===== src/design/ccx_pkg.sv =====
package ccx_pkg;

    localparam int WORD_W          = 32;
    localparam int BLOCK_WORDS     = 16;
    localparam int POS_W           = 4;
    localparam int CFG_REGS        = 8;
    localparam int CFG_W           = 64;
    localparam int CFG_IDX_W       = 3;
    localparam int ADDR_W          = 6;
    localparam int CTR_REG_IDX     = 6;
    localparam int DOUBLE_ROUNDS_DEF = 10;
    localparam int QUEUE_DEPTH_DEF   = 4;

    typedef logic [CFG_REGS-1:0][CFG_W-1:0]     ccx_cfg_t;
    typedef logic [BLOCK_WORDS-1:0][WORD_W-1:0] ccx_state_t;

    // one queued word with its restart flag
    typedef struct packed {
        logic              restart;
        logic [WORD_W-1:0] data;
    } ccx_item_t;

    // request from the sequencer to the round unit
    typedef struct packed {
        logic              start;
        logic [WORD_W-1:0] ctr;
    } ccx_blk_ctl_t;

    typedef struct packed {
        logic [WORD_W-1:0] a;
        logic [WORD_W-1:0] b;
        logic [WORD_W-1:0] c;
        logic [WORD_W-1:0] d;
    } ccx_qr_t;

    function automatic logic [WORD_W-1:0] rotl(input logic [WORD_W-1:0] v, input int n);
        return (v << n) | (v >> (WORD_W - n));
    endfunction

    function automatic ccx_qr_t quarter_round(input ccx_qr_t x);
        ccx_qr_t y;
        y = x;
        y.a = y.a + y.b; y.d = rotl(y.d ^ y.a, 16);
        y.c = y.c + y.d; y.b = rotl(y.b ^ y.c, 12);
        y.a = y.a + y.b; y.d = rotl(y.d ^ y.a, 8);
        y.c = y.c + y.d; y.b = rotl(y.b ^ y.c, 7);
        return y;
    endfunction

    // initial state: register halves, word 12 from the running counter
    function automatic ccx_state_t build_state(input ccx_cfg_t cfg,
                                               input logic [WORD_W-1:0] ctr);
        ccx_state_t s;
        for (int i = 0; i < CFG_REGS; i++) begin
            s[2*i]   = cfg[i][WORD_W-1:0];
            s[2*i+1] = cfg[i][CFG_W-1:WORD_W];
        end
        s[12] = ctr;
        return s;
    endfunction

endpackage


===== src/design/ccx_front.sv =====
module ccx_front #(
    parameter int QUEUE_DEPTH = ccx_pkg::QUEUE_DEPTH_DEF
) (
    input  logic              clk,
    input  logic              rst_n,
    input  logic              in_valid,
    output logic              in_stall,
    input  logic              restart,
    input  logic [31:0]       data_in,
    output logic              q_valid,
    output ccx_pkg::ccx_item_t q_item,
    input  logic              q_pop
);
    import ccx_pkg::*;

    localparam int PTR_W = $clog2(QUEUE_DEPTH);
    localparam int CNT_W = $clog2(QUEUE_DEPTH + 1);
    localparam logic [PTR_W-1:0] LAST_PTR = PTR_W'(QUEUE_DEPTH - 1);
    localparam logic [CNT_W-1:0] FULL_CNT = CNT_W'(QUEUE_DEPTH);

    ccx_item_t mem_reg [QUEUE_DEPTH];
    logic [PTR_W-1:0] wr_ptr_reg, wr_ptr_next;
    logic [PTR_W-1:0] rd_ptr_reg, rd_ptr_next;
    logic [CNT_W-1:0] count_reg, count_next;
    logic push;
    logic pop;

    assign in_stall = (count_reg == FULL_CNT);
    assign push     = in_valid && !in_stall;
    assign q_valid  = (count_reg != '0);
    assign pop      = q_pop && q_valid;
    assign q_item   = mem_reg[rd_ptr_reg];

    always_comb
    begin
        wr_ptr_next = wr_ptr_reg;
        rd_ptr_next = rd_ptr_reg;
        count_next  = count_reg;
        if (push)
        begin
            wr_ptr_next = (wr_ptr_reg == LAST_PTR) ? '0 : wr_ptr_reg + 1'b1;
        end
        if (pop)
        begin
            rd_ptr_next = (rd_ptr_reg == LAST_PTR) ? '0 : rd_ptr_reg + 1'b1;
        end
        if (push && !pop)
        begin
            count_next = count_reg + 1'b1;
        end
        else if (pop && !push)
        begin
            count_next = count_reg - 1'b1;
        end
    end

    always_ff @(posedge clk or negedge rst_n)
    begin
        if (!rst_n)
        begin
            wr_ptr_reg <= '0;
            rd_ptr_reg <= '0;
            count_reg  <= '0;
        end
        else
        begin
            wr_ptr_reg <= wr_ptr_next;
            rd_ptr_reg <= rd_ptr_next;
            count_reg  <= count_next;
        end
    end

    always_ff @(posedge clk)
    begin
        if (push)
        begin
            mem_reg[wr_ptr_reg] <= '{restart: restart, data: data_in};
        end
    end

endmodule


===== config.mk =====
export PLATFORM = sky130hd
export DESIGN_NAME = ccx_front
export DESIGN_NICKNAME = d
export VERILOG_FILES = /design/src/design/ccx_pkg.sv /design/src/design/ccx_front.sv
export SDC_FILE = /design/constraint.sdc
export NUM_CORES = 1
export LEC_CHECK = 0
export BUFFER_PORTS_ARGS = -buffer_cell sky130_fd_sc_hd__buf_2
export CORE_UTILIZATION = 41
export CTS_CLUSTER_DIAMETER = 50
export DETAILED_ROUTE_END_ITERATION = 12
export GPL_TIMING_DRIVEN = 0
export HOLD_SLACK_MARGIN = 0.06
export PLACE_DENSITY_LB_ADDON = 0.08
export SLEW_MARGIN = 25
export SYNTH_ARGS = -nofsm -noshare
export SYNTH_HDL_FRONTEND = slang
export SYNTH_SLANG_ARGS = --single-unit

===== constraint.sdc =====
create_clock -name clk -period 5.1 [get_ports clk]
set_input_delay 0.255 -clock clk [delete_from_list [all_inputs] [get_ports clk]]
set_output_delay 0.255 -clock clk [all_outputs]
set_load 0.03 [all_outputs]

# Word level (Yosys, flattened, before mapping)
# Memories as Yosys holds them, arrays and structs flattened.
# Cells that the tools add are included.
[classes]
n_addsub = 4
n_eq_ne = 3
mux = 6
n_reduce_logical = 9
[op_table]
columns = ["cell", "n"]
rows = [
  ["$mux W3", 2],
  ["$add A2 B1 Y2 const B", 2],
  ["$eq A2 B2 Y1 const B", 2],
  ["$logic_and A1 B1 Y1", 4],
  ["$mux W2", 2],
  ["$add A3 B1 Y3 const B", 1],
  ["$eq A3 B3 Y1 const B", 1],
  ["$logic_not A1 Y1", 3],
  ["$reduce_bool A3 Y1", 1],
  ["$sub A3 B1 Y3 const B", 1],
  ["$mux W1", 2],
  ["$reduce_bool A2 Y1", 1],
]
[word_totals]
reg_bits = 7
ramBits = 132
input_bits = 37
out_inout_bits = 35
n_memories = 1
[memory_table]
columns = ["memory", "depth", "width", "read_ports", "rd_ports_with_merged_regs", "wr", "line", "text"]
rows = [
  ["mem_reg", 4, 33, 1, 0, 1, "ccx_front.sv:21", "ccx_item_t mem_reg [QUEUE_DEPTH];"],
]

# Depth between registers and ports, before layout
[depth]
depth_word = 7
depth_mapped = 9
depth_no_buf = 8

# Least setup slack after synthesis
# OpenSTA, ideal clock, no wires.
[synth_timing]
path_kind = "reg-to-reg"
startpoint = "register count_reg[0]"
endpoint = "register count_reg[1]"
arrival_time_ns = 2.105
required_time_ns = 4.975
setup_slack_ns = 2.870
stages_incl_launch_ff = 8
period_less_slack_ns = 2.230
path_cell_list = "dfrtp_1 -> nor3b_2 -> nor2b_1 -> buf_6 -> ha_1 -> inv_1 -> fa_1 -> mux2_2"
[synth_via]
word_cells_on_any_way = 14
classes_between = "2 x add/sub; 1 x eq/ne; 2 x mux; 9 x reduce/logical"
[synth_lines]
columns = ["element", "line", "text"]
rows = [
  ["from (decl)", "ccx_front.sv:24", "logic [CNT_W-1:0] count_reg, count_next;"],
  ["from (signal assigned)", "ccx_front.sv:69", "count_reg <= count_next;"],
  ["$eq A3 B3 Y1", "ccx_front.sv:28", "assign in_stall = (count_reg == FULL_CNT);"],
  ["via in_stall", "ccx_front.sv:7", "output logic in_stall,"],
  ["$logic_not A1 Y1", "ccx_front.sv:29", "assign push = in_valid && !in_stall;"],
  ["$logic_and A1 B1 Y1", "ccx_front.sv:29", ""],
  ["via push", "ccx_front.sv:25", "logic push;"],
  ["$logic_and A1 B1 Y1", "ccx_front.sv:47", "if (push && !pop)"],
  ["$mux W3", "ccx_front.sv:47", ""],
  ["via count_next[1]", "ccx_front.sv:24", ""],
]
# The timed path passes the listed nets, and every way through them passes these cells. The select of a mux whose other input is x is not followed.
# A chain may end at the register's enable or synchronous reset.

==> out/results.txt <==
syn nets: 254
switching pwr: 1370 uW
share of cells above drive strength 1: 44.0%
first-pass GRT wire length: 13800 um
Worst path slowest cell: mux4_2
non-filler instance count after layout: 522
die area: 0.0133 sq mm
Crit Path Max Fanout: 10
aggregate global routing overflow: 0
DR pass1 iterations: 4
Placer Congestion: 0.629
clock root buffer: clkbuf_16
Rel. slew slack: 65.0%
fmax: 0.472 GHz
io pins: 72
vias: 2467
row count: 41
sequential power share: 37.1%
dpl hpwl: 5510 um
Final Hold Fails: 0
total area of sequential cells: 0.00414 sq mm
Setup CP Type: register to output pin
syn avg cell area: 25.1 sq um
Worst Setup Start Kind: register
Final TNS setup: 0 ns
power density cells: 619 mW/mm^2
outcome: finished clean
Min Clock Period, post-route: 2.12 ns
synth-to-layout area growth: 30.4%
CTS Sinks: 139
antenna violations before repair: 0
synth unique cells: 20
Synth Register Bits: 139
die width: 115 um
1st-iter DRT viols: 169
Placed Instances: 457
Post-Route WL: 8910 um
Ant. Diodes: 0
clock share of power: 28.7%
Yosys warning total: 0
combinational power share: 34.2%
Worst Max-Slew Pin Slew: 0.524 ns
Skew-Pair Late Insertion Delay: 0.41 ns
Largest stage delay, worst path: 0.53 ns
Core Box Area: 0.0126 sq mm
clk_skew: 0.00399 ns
final setup vio count: 0
H-tree depth: 4
Worst EP required: 4.85 ns
Final ANT Viol Nets: 0
largest net degree at the start of global routing: 23
Slew Viols, Final: 0
I/O Buffers: 71
register area share after synthesis: 78.5%
crit share post-route: 41.5%
area of the multi-input gates: 0.00102 sq mm
internal power: 2880 uW
CP endpoint kind: output pin
vias in the first global route: 2569
max FFs per register: 132
GRT Resource Usage Total: 14.9%
Die Y-Extent: 115 um
Sw Share: 32.3%
cts bufs inserted: 17
RSZ-0062 raised after global routing: no
DRC violation count after routing: 0
Initial Utilization: 42.0%
mapped cell area: 0.00527 sq mm
CTS tree: yes
drt wl/cell: 17.1 um
Worst Hold Class: input port to register
VDD IR-drop max: 0.000210 V
cells after synthesis: 210
max cap viols: 0
vias per inst: 4.73
clk slew on worst S/H paths: 0.06 ns
Layout fillers: 1005
Lkg Pwr: 0.00244 uW
nets: 381
Bufs on Longest Clock Path: 2
WP data arrival: 1.86 ns
crit-path cells: buf_6 -> buf_12 -> mux4_2 -> buf_2
cell families (layout without fill, tap and decap cells):
kind of cell               count (synthesis)  count (layout)  synth area share [%]
muxes                                     38              38                  15.7
buffers and inverters                     12             152                  2.16
DFF                                      139             139                  78.5
adders and majority gates                  7               7                  1.80
xor gates and xnor gates                   3               3                 0.498
and+or+nand+nor                           11              11                  1.38
synth_stat cells:
cell,number,share of area (%)
inv_1,3,0.21
mux2_4,2,0.57
nand2_2,1,0.12
buf_6,2,0.43
nor3b_2,1,0.24
and2_1,4,0.47
buf_12,3,1.1
fa_1,1,0.38
nor2_1,3,0.21
edfxtp_1,132,75
mux4_2,28,12
xnor2_1,1,0.17
or3_4,1,0.21
dfrtp_1,7,3.3
ha_1,6,1.4
mux2_2,3,0.64
buf_2,4,0.38
xor2_1,2,0.33
mux4_1,5,2.5
nor2b_1,1,0.12
final timing paths:
| check | from | to | slack, ns | depth (start not counted) |
|---|---|---|---|---|
| max | rd_ptr_reg[0] | q_item[15] | 2.98 | 4 |
| max in group asynchronous | rst_n | rd_ptr_reg[0] | 4.73 | 2 |
| max reg2reg | count_reg[0] | count_reg[2] | 2.99 | 8 |
| min | data_in[7] | mem_reg[0][7] | 0.08 | 1 |
| min reg2reg | count_reg[2] | count_reg[2] | 0.49 | 1 |
| min in group asynchronous | rst_n | count_reg[2] | 0.21 | 2 |
power groups by stage:
stage / Clock [uW] / Combinational (uW) / Sequential, uW
after floorplan: 0 / 1060 / 1590
after global placement: 0 / 1420 / 1610
after detailed placement: 0 / 1470 / 1600
after CTS: 1250 / 1500 / 1580
after global routing: 1290 / 1570 / 1600
final: 1220 / 1450 / 1580
layout by cell type (no fill, tap or decap), drive strengths merged:
master | synthesis | layout
edfxtp | 132 | 132
buf | 9 | 84
dlygate4sd3 | 0 | 33
mux4 | 33 | 33
clkbuf | 0 | 17
dfrtp | 7 | 7
ha | 6 | 6
clkinvlp | 0 | 6
inv | 3 | 5
mux2 | 5 | 5
and2 | 4 | 4
clkinv | 0 | 4
nor2 | 3 | 3
bufinv | 0 | 3
xor2 | 2 | 2
nor3b | 1 | 1
nor2b | 1 | 1
or3 | 1 | 1
nand2 | 1 | 1
xnor2 | 1 | 1
fa | 1 | 1
per-stage QoR:
stage	instance area, sq um	hold WS (ns)	setup WS, ns	power (uW)	util (%)
2_1_floorplan	5270	-0.0406	2.87	2650	-
3_3_place_gp	5840	0.103	2.34	3030	46.5
3_5_place_dp	5940	0.103	3.00	3080	47.3
4_1_cts	6870	0.0614	2.95	4330	54.7
5_1_grt	6870	0.0839	2.88	4460	54.7
6_report	6870	0.0791	2.98	4250	54.7
area by class of cell:
class / instances / share of cell area, %
plain buffers: 9 / 1.49
clock buffers: 17 / 6.19
well taps: 172 / 3.13
inverters: 3 / 0.164
repair buffers: 108 / 11.4
flip-flops and latches: 139 / 60.2
clock inverters: 15 / 2.53
multi-input cells: 59 / 14.9
metal layers:
layer  track usage (%)  part of all wire (%)
met1              19.3                    47
met2              22.9                    48
met3              4.74                   3.4
met4              7.01                   2.1
met5                 0                     0
repair_timing:
action	in CTS	in global routing
hold buffers	33	0
hold endpoints to repair	135	0
setup buffers	0	0
resized for setup	0	0
worst max-delay path: cells and delay by family, from the launching register on:
| family | cells | cell delay (ns) |
|---|---|---|
| buffers and inverters | 3 | 0.56 |
| multiplexers | 1 | 0.53 |
| flip-flops | 1 | 0.36 |
Note: power is estimated with default switching activity, not from simulation.
