**config.mk**
```make
export PLATFORM = sky130hd
export DESIGN_NAME = ccx_back
export DESIGN_NICKNAME = d
export VERILOG_FILES = /design/src/design/ccx_pkg.sv /design/src/design/ccx_back.sv
export SDC_FILE = /design/constraint.sdc
export NUM_CORES = 1
export LEC_CHECK = 0
export ABC_AREA = 1
export BUFFER_PORTS_ARGS = -buffer_cell sky130_fd_sc_hd__buf_2
export CAP_MARGIN = 15
export CORE_AREA = 4 4 254 256
export DETAILED_ROUTE_END_ITERATION = 12
export DIE_AREA = 0 0 258 260
export PLACE_DENSITY_LB_ADDON = 0.25
export SLEW_MARGIN = 20
export SYNTH_ARGS = -nofsm -noshare
export SYNTH_HDL_FRONTEND = slang
export SYNTH_SLANG_ARGS = --single-unit
```
**constraint.sdc**
```tcl
create_clock -name clk -period 2.3 [get_ports clk]
set_input_delay 0 -clock clk [delete_from_list [all_inputs] [get_ports clk]]
set_output_delay 0 -clock clk [all_outputs]
set_load 0.05 [all_outputs]
```
**src/design/ccx_pkg.sv**
```systemverilog
package ccx_pkg;

    localparam int WORD_W          = 32;
    localparam int BLOCK_WORDS     = 16;
    localparam int POS_W           = 4;
    localparam int CFG_REGS        = 8;
    localparam int CFG_W           = 64;
    localparam int CFG_IDX_W       = 3;
    localparam int ADDR_W          = 6;
    localparam int CTR_REG_IDX     = 6;
    localparam int DOUBLE_ROUNDS_DEF = 10;
    localparam int QUEUE_DEPTH_DEF   = 4;

    typedef logic [CFG_REGS-1:0][CFG_W-1:0]     ccx_cfg_t;
    typedef logic [BLOCK_WORDS-1:0][WORD_W-1:0] ccx_state_t;

    // one queued word with its restart flag
    typedef struct packed {
        logic              restart;
        logic [WORD_W-1:0] data;
    } ccx_item_t;

    // request from the sequencer to the round unit
    typedef struct packed {
        logic              start;
        logic [WORD_W-1:0] ctr;
    } ccx_blk_ctl_t;

    typedef struct packed {
        logic [WORD_W-1:0] a;
        logic [WORD_W-1:0] b;
        logic [WORD_W-1:0] c;
        logic [WORD_W-1:0] d;
    } ccx_qr_t;

    function automatic logic [WORD_W-1:0] rotl(input logic [WORD_W-1:0] v, input int n);
        return (v << n) | (v >> (WORD_W - n));
    endfunction

    function automatic ccx_qr_t quarter_round(input ccx_qr_t x);
        ccx_qr_t y;
        y = x;
        y.a = y.a + y.b; y.d = rotl(y.d ^ y.a, 16);
        y.c = y.c + y.d; y.b = rotl(y.b ^ y.c, 12);
        y.a = y.a + y.b; y.d = rotl(y.d ^ y.a, 8);
        y.c = y.c + y.d; y.b = rotl(y.b ^ y.c, 7);
        return y;
    endfunction

    // initial state: register halves, word 12 from the running counter
    function automatic ccx_state_t build_state(input ccx_cfg_t cfg,
                                               input logic [WORD_W-1:0] ctr);
        ccx_state_t s;
        for (int i = 0; i < CFG_REGS; i++) begin
            s[2*i]   = cfg[i][WORD_W-1:0];
            s[2*i+1] = cfg[i][CFG_W-1:WORD_W];
        end
        s[12] = ctr;
        return s;
    endfunction

endpackage

```
**src/design/ccx_back.sv**
```systemverilog
module ccx_back (
    input  logic                  clk,
    input  logic                  rst_n,
    input  logic                  q_valid,
    input  ccx_pkg::ccx_item_t    q_item,
    output logic                  q_pop,
    input  logic [31:0]           cfg_ctr,
    output ccx_pkg::ccx_blk_ctl_t blk_ctl,
    input  logic                  blk_done,
    input  ccx_pkg::ccx_state_t   ks,
    output logic                  out_valid,
    input  logic                  out_stall,
    output logic [31:0]           data_out
);
    import ccx_pkg::*;

    localparam logic ST_IDLE = 1'b0;
    localparam logic ST_GEN  = 1'b1;
    localparam logic [POS_W-1:0] LAST_POS = POS_W'(BLOCK_WORDS - 1);

    logic state_reg, state_next;
    logic [WORD_W-1:0] counter_reg, counter_next;
    logic [POS_W-1:0]  pos_reg, pos_next;
    logic buf_valid_reg, buf_valid_next;
    logic fresh_reg, fresh_next;
    logic out_valid_reg, out_valid_next;
    logic [WORD_W-1:0] out_data_reg, out_data_next;
    logic need_block;
    logic out_free;

    // a restart already served by a fresh block must not trigger another
    assign need_block = (q_item.restart && !fresh_reg) || !buf_valid_reg;
    assign out_free   = !out_valid_reg || !out_stall;

    always_comb
    begin
        state_next     = state_reg;
        counter_next   = counter_reg;
        pos_next       = pos_reg;
        buf_valid_next = buf_valid_reg;
        fresh_next     = fresh_reg;
        out_valid_next = out_valid_reg && out_stall;
        out_data_next  = out_data_reg;
        blk_ctl.start  = 1'b0;
        blk_ctl.ctr    = counter_reg;
        q_pop          = 1'b0;
        case (state_reg)
            ST_IDLE:
            begin
                if (q_valid && need_block)
                begin
                    blk_ctl.start  = 1'b1;
                    blk_ctl.ctr    = q_item.restart ? cfg_ctr : counter_reg;
                    counter_next   = blk_ctl.ctr;
                    pos_next       = '0;
                    buf_valid_next = 1'b0;
                    state_next     = ST_GEN;
                end
                else if (q_valid && out_free)
                begin
                    q_pop          = 1'b1;
                    out_valid_next = 1'b1;
                    out_data_next  = q_item.data ^ ks[pos_reg];
                    fresh_next     = 1'b0;
                    pos_next       = pos_reg + 1'b1;
                    if (pos_reg == LAST_POS)
                    begin
                        buf_valid_next = 1'b0;
                        counter_next   = counter_reg + 1'b1;
                    end
                end
            end
            ST_GEN:
            begin
                if (blk_done)
                begin
                    buf_valid_next = 1'b1;
                    fresh_next     = 1'b1;
                    state_next     = ST_IDLE;
                end
            end
            default:
            begin
                state_next = ST_IDLE;
            end
        endcase
    end

    always_ff @(posedge clk or negedge rst_n)
    begin
        if (!rst_n)
        begin
            state_reg     <= ST_IDLE;
            counter_reg   <= '0;
            pos_reg       <= '0;
            buf_valid_reg <= 1'b0;
            fresh_reg     <= 1'b0;
            out_valid_reg <= 1'b0;
        end
        else
        begin
            state_reg     <= state_next;
            counter_reg   <= counter_next;
            pos_reg       <= pos_next;
            buf_valid_reg <= buf_valid_next;
            fresh_reg     <= fresh_next;
            out_valid_reg <= out_valid_next;
        end
    end

    always_ff @(posedge clk)
    begin
        out_data_reg <= out_data_next;
    end

    assign out_valid = out_valid_reg;
    assign data_out  = out_data_reg;

endmodule

```
=== After elaboration in Yosys (flattened, before gate mapping) ===
Cells that the tools add are included.
Widths: inputs -> output; s select.

* Register bits: 72
* Input bits: 582
* Word-level logic and storage cells: 63

* $add $sub $neg: 2
* Order comparisons: 1
* Eq/ne operators: 6
* Multiplexer cells: 27
* Bitwise operators: 3
* Reduce and logical (&&, ||, !) cells: 17

{| class="wikitable"
|+ Operators with widths
! kind !! count
|-
| $mux 32 || 5
|-
| $bmux 32 s4 || 1
|-
| $mux 33 || 2
|-
| $add 32x1->32 const B || 1
|-
| $xor 32x32->32 || 1
|-
| $mux 1 || 14
|-
| $reduce_and 3->1 || 4
|-
| $mux 4 || 2
|-
| $ne 2x2->1 const B || 3
|-
| $ne 3x3->1 const B || 2
|-
| $pmux 1 s2 || 3
|-
| $lt 4x5->1 const B || 1
|-
| $add 4x1->4 const B || 1
|-
| $eq 4x4->1 const B || 1
|-
| $logic_and 1x1->1 || 4
|-
| $logic_not 1->1 || 4
|-
| $reduce_bool 2->1 || 2
|-
| $logic_or 1x1->1 || 2
|-
| $not 1->1 || 2
|-
| $reduce_and 2->1 || 1
|}

=== Longest topological paths before layout ===
* Depth in word-level cells: 6
* Mapped depth: 13

=== Least setup slack after synthesis ===
OpenSTA, ideal clock, no wires.

* Kind: register -> output
* Start: register fresh_reg
* End: output blk_ctl[25] (netlist bit)
* Arrival time: 2.039 ns
* Required time: 2.300 ns
* Setup slack: 0.261 ns
* Cell stages (with the launch flop): 8
* Buffers on the path: 1
* Cells stage by stage: dfrtp_1 inv_1 nand2_1 nand2_1 nand2_2 inv_1 clkbuf_1 o21ai_0

{| class="wikitable"
|+ RTL lines
! what !! line !! text
|-
| from (decl) || ccx_back.sv:25 || <nowiki>logic fresh_reg, fresh_next;</nowiki>
|-
| from (signal assigned) || ccx_back.sv:106 || <nowiki>fresh_reg <= fresh_next;</nowiki>
|-
| to (decl) || ccx_back.sv:8 || <nowiki>output ccx_pkg::ccx_blk_ctl_t blk_ctl,</nowiki>
|}

=== Final worst setup path ===
* Start: register pos_reg[0]
* End: register out_data_reg[4], in the netlist data_out[4], data pin

* Cells in the longest elaborated chain, start to end: 3

{| class="wikitable"
|+ Ends and longest elaborated chain
! what !! line !! text
|-
| from (decl) || ccx_back.sv:23 || <nowiki>logic [POS_W-1:0] pos_reg, pos_next;</nowiki>
|-
| from (signal assigned) || ccx_back.sv:104 || <nowiki>pos_reg <= pos_next;</nowiki>
|-
| $bmux 32 s4 || ccx_back.sv:63 || <nowiki>out_data_next = q_item.data ^ ks[pos_reg];</nowiki>
|-
| $mux 32 (not written as such) || ccx_back.sv:63 ||
|-
| $xor 32x32->32 || ccx_back.sv:63 ||
|-
| to (signal assigned) || ccx_back.sv:113 || <nowiki>out_data_reg <= out_data_next;</nowiki>
|-
| to (decl) || ccx_back.sv:27 || <nowiki>logic [WORD_W-1:0] out_data_reg, out_data_next;</nowiki>
|}

Every way passes these cells. The select of a mux whose other input is x is not followed.
A chain may end at the register's enable or synchronous reset.

==> results.tsv <==
metric	value	unit
Slew @ Worst Pin	0.555	ns
die width	258	um
Finished Cell Area	14900	um^2
post-DR wirelength/cell	20.5	um
Final Hold Vio Count	0	
YS warnings	0	
grt ovf	0	
post-synthesis cell area	9580	um^2
Slew HR	63.0	%
Crit path max-delay family	flip-flops	
1st-pass router iterations	8	
min-delay worst type	in2reg	
critical path class	reg2reg	
Util after Layout	23.9	%
Worst R2R Setup Slack	0.04	ns
chip height	260	um
Routed Antenna Nets	0	
net total in the final layout	3050	
Slew Viols, Final	0	
final worst path period need	2.26	ns
H-tree depth	3	
period utilization	98.3	%
Cell variety after synth	31	
total track usage	19.4	%
syn avg cell area	5.31	um^2
Finish-stage setup viols	0	
Clk Tree Root Cell	clkbuf_16	
CP startpoint kind	register	
initial core utilization	15.3	%
setup TNS	0	ns
switching component of the power	9.16	mW
initial antenna violation count	28	
max incr delay on CP	0.54	ns
Final GP Congestion	0.912	
largest net degree at the start of global routing	59	
max frequency	0.442	GHz
share of layout cells above drive strength 1	31.3	%
CTS tree	yes	
Sw Ratio	58.5	%
Area Overhead vs Synth	55.8	%
Max-cap violations	0	
Clock Skew	0.0127	ns
DRC Markers	0	
DIE AREA	67100	um^2
Arrival @ worst endpoint	2.41	ns
io pins	649	
Pleak	7.72	nW
Syn Inst Count	1804	
CP Capture Type	register	
placed wire-length estimate	56.8	mm
Seq/Total Area, Yosys	20.5	%
CTS buffer count	9	
vias in the first global route	14241	
Core Box Area	62500	um^2
CP Max Fanout	48	
I/O Buffers	648	
Area after DPL	14200	um^2
first-pass GRT wire length	95.5	mm
drt total wl	68.3	mm
CTS clk-pin slew, worst paths	0.07	ns
# clock sinks	72	
WHS	0.0221	ns
vias per cell	4.35	
Seq cells post-synth	72	
CP Cell Sequence	inv_8 -> buf_12 -> buf_4 -> nand2_1 -> nand3_1 -> nand2_1 -> a21oi_1 -> nand2_1 -> nand3_1 -> nand2_1	
CTS max path bufs	2	
maximum vdd drop	0.315	mV
Combinational Power Share	73.8	%
clock latency on the worst-skew pair	0.38	ns
unrepaired setup endpoints after global routing	true	
internal power	6.51	mW
Critical-path top delay cell	dfrtp_4	
WP data required	2.45	ns
Crit path top cell by count	nand2_1	
status	finished clean	
sequential share of power	15.6	%
Clock Power Share	10.7	%
initial drt markers	1051	
Syn Nets	2388	
Overall Power	15.7	mW
Crit path buffers/inverters	3	
Power Density	1050	nW/um^2
vias post-DR	14515	
row cnt	92	
-- metrics by stage --
step | worst slack (ns) | cells
finish | 0.0398 | 3333
global route | -0.00384 | 3326
CTS | 0.0254 | 3316
detailed placement | 0.104 | 3265
global placement | 0.103 | 3265
floorplan | 0.261 | 1804
-- placed cells by master (no fill, tap or decap), types with 2 or more instances in the layout --
| master | netlist | final |
|---|---|---|
| buf_2 | 55 | 644 |
| nand2_1 | 605 | 604 |
| nor2_1 | 258 | 258 |
| o21ai_0 | 186 | 184 |
| nand3_1 | 177 | 177 |
| a21oi_1 | 138 | 137 |
| inv_1 | 125 | 121 |
| buf_4 | 12 | 75 |
| o211ai_1 | 55 | 55 |
| dfrtp_1 | 40 | 37 |
| dlygate4sd3_1 | 0 | 35 |
| edfxtp_1 | 32 | 32 |
| o21ai_1 | 28 | 30 |
| diode_2 | 0 | 16 |
| buf_12 | 0 | 16 |
| o22ai_1 | 13 | 13 |
| clkbuf_16 | 0 | 10 |
| inv_2 | 5 | 5 |
| nand2_2 | 2 | 3 |
| nor2_2 | 3 | 3 |
| clkinv_1 | 3 | 3 |
| inv_4 | 0 | 3 |
| nand3b_1 | 2 | 2 |
| nor3_1 | 2 | 2 |
| ha_1 | 2 | 2 |
| clkinv_4 | 0 | 2 |
| dfrtp_4 | 0 | 2 |
-- worst paths after layout --
| kind | cells after the start | to | start |
|---|---|---|---|
| max | 10 | data_out[4] | pos_reg[0] |
| min | 4 | data_out[26] | q_item[26] |
| max reg2reg | 10 | data_out[4] | pos_reg[0] |
| min reg2reg | 2 | fresh_reg | fresh_reg |
| max in group asynchronous | 3 | pos_reg[1] | rst_n |
| min in group asynchronous | 2 | counter_reg[24] | rst_n |
-- per-layer routing --
layer	track usage (%)	part of all wire (%)	vias up
met4	6.45	2.9	12
met5	0	0.11	-
met1	23.4	41	6582
met2	34.0	49	592
met3	4.37	7.0	84
li1	-	-	7245
-- power by group through the flow --
stage | logic, mW | registers, mW | clock network (mW)
detailed placement | 11.6 | 2.46 | 0
CTS | 11.7 | 2.44 | 1.76
global placement | 11.6 | 2.47 | 0
finish | 11.6 | 2.44 | 1.67
floorplan | 6.77 | 2.83 | 0
global route | 12.8 | 2.51 | 1.78
-- cells in the mapped netlist --
cell,number,area [um^2]
inv_2,5,18.8
a21oi_4,1,16.3
and2_1,1,6.26
o211ai_1,55,413
buf_4,12,90.1
nand3_1,177,886
o21ai_1,28,140
buf_6,2,22.5
nand2_1,605,2270
clkbuf_1,41,154
nand4_1,1,6.26
ha_1,2,25.0
dfrtp_1,40,1000
edfxtp_1,32,961
buf_2,55,275
nor3_1,2,10.0
buf_1,10,37.5
nand2_2,2,12.5
a21oi_1,138,691
o22ai_1,13,81.3
inv_1,125,469
clkinv_1,3,11.3
xor2_1,1,8.76
nand3b_1,2,15.0
o21ai_2,1,8.76
nor2_2,3,18.8
xnor2_1,1,8.76
nor2_4,1,11.3
o31ai_1,1,7.51
nor2_1,258,968
o21ai_0,186,931
-- timing repair --
| item | in CTS | in global routing |
|---|---|---|
| setup endpoints to repair | 0 | 7 |
| hold endpoints to repair | 53 | 0 |
| hold buffers | 35 | 0 |
| gates resized for setup | 0 | 15 |
| buffers inserted | 0 | 1 |
-- layout make-up --
type	instances	area [um^2]
inverter	133	514
multi-input combinational	1479	6540
sequential	72	1970
antenna	16	40.0
timing repair buffer	771	4470
fill	7332	47600
clock buffer	11	264
tap	846	1060
clock inverter	5	60.1
-- logic make-up (layout without fill, tap and decap cells) --
group	count (synthesis)	after routing	share of synthesized area [%]
AOI/OAI and AO/OA	423	423	23.9
DFF	72	72	20.5
xor gates and xnor gates	2	2	0.183
adders and majority gates	2	2	0.261
buffers and inverters	253	920	11.3
other	0	16	0
and+or+nand+nor	1052	1052	43.9
-- worst register-to-register path, cell delays in order, from the launching register on --
cell and delay [ns]:
dfrtp_4 0.54, inv_8 0.11, buf_12 0.21, buf_4 0.27, nand2_1 0.07, nand3_1 0.08, nand2_1 0.05, a21oi_1 0.42
nand2_1 0.13, nand3_1 0.09, nand2_1 0.05
Power figures use the tool's default switching activity.
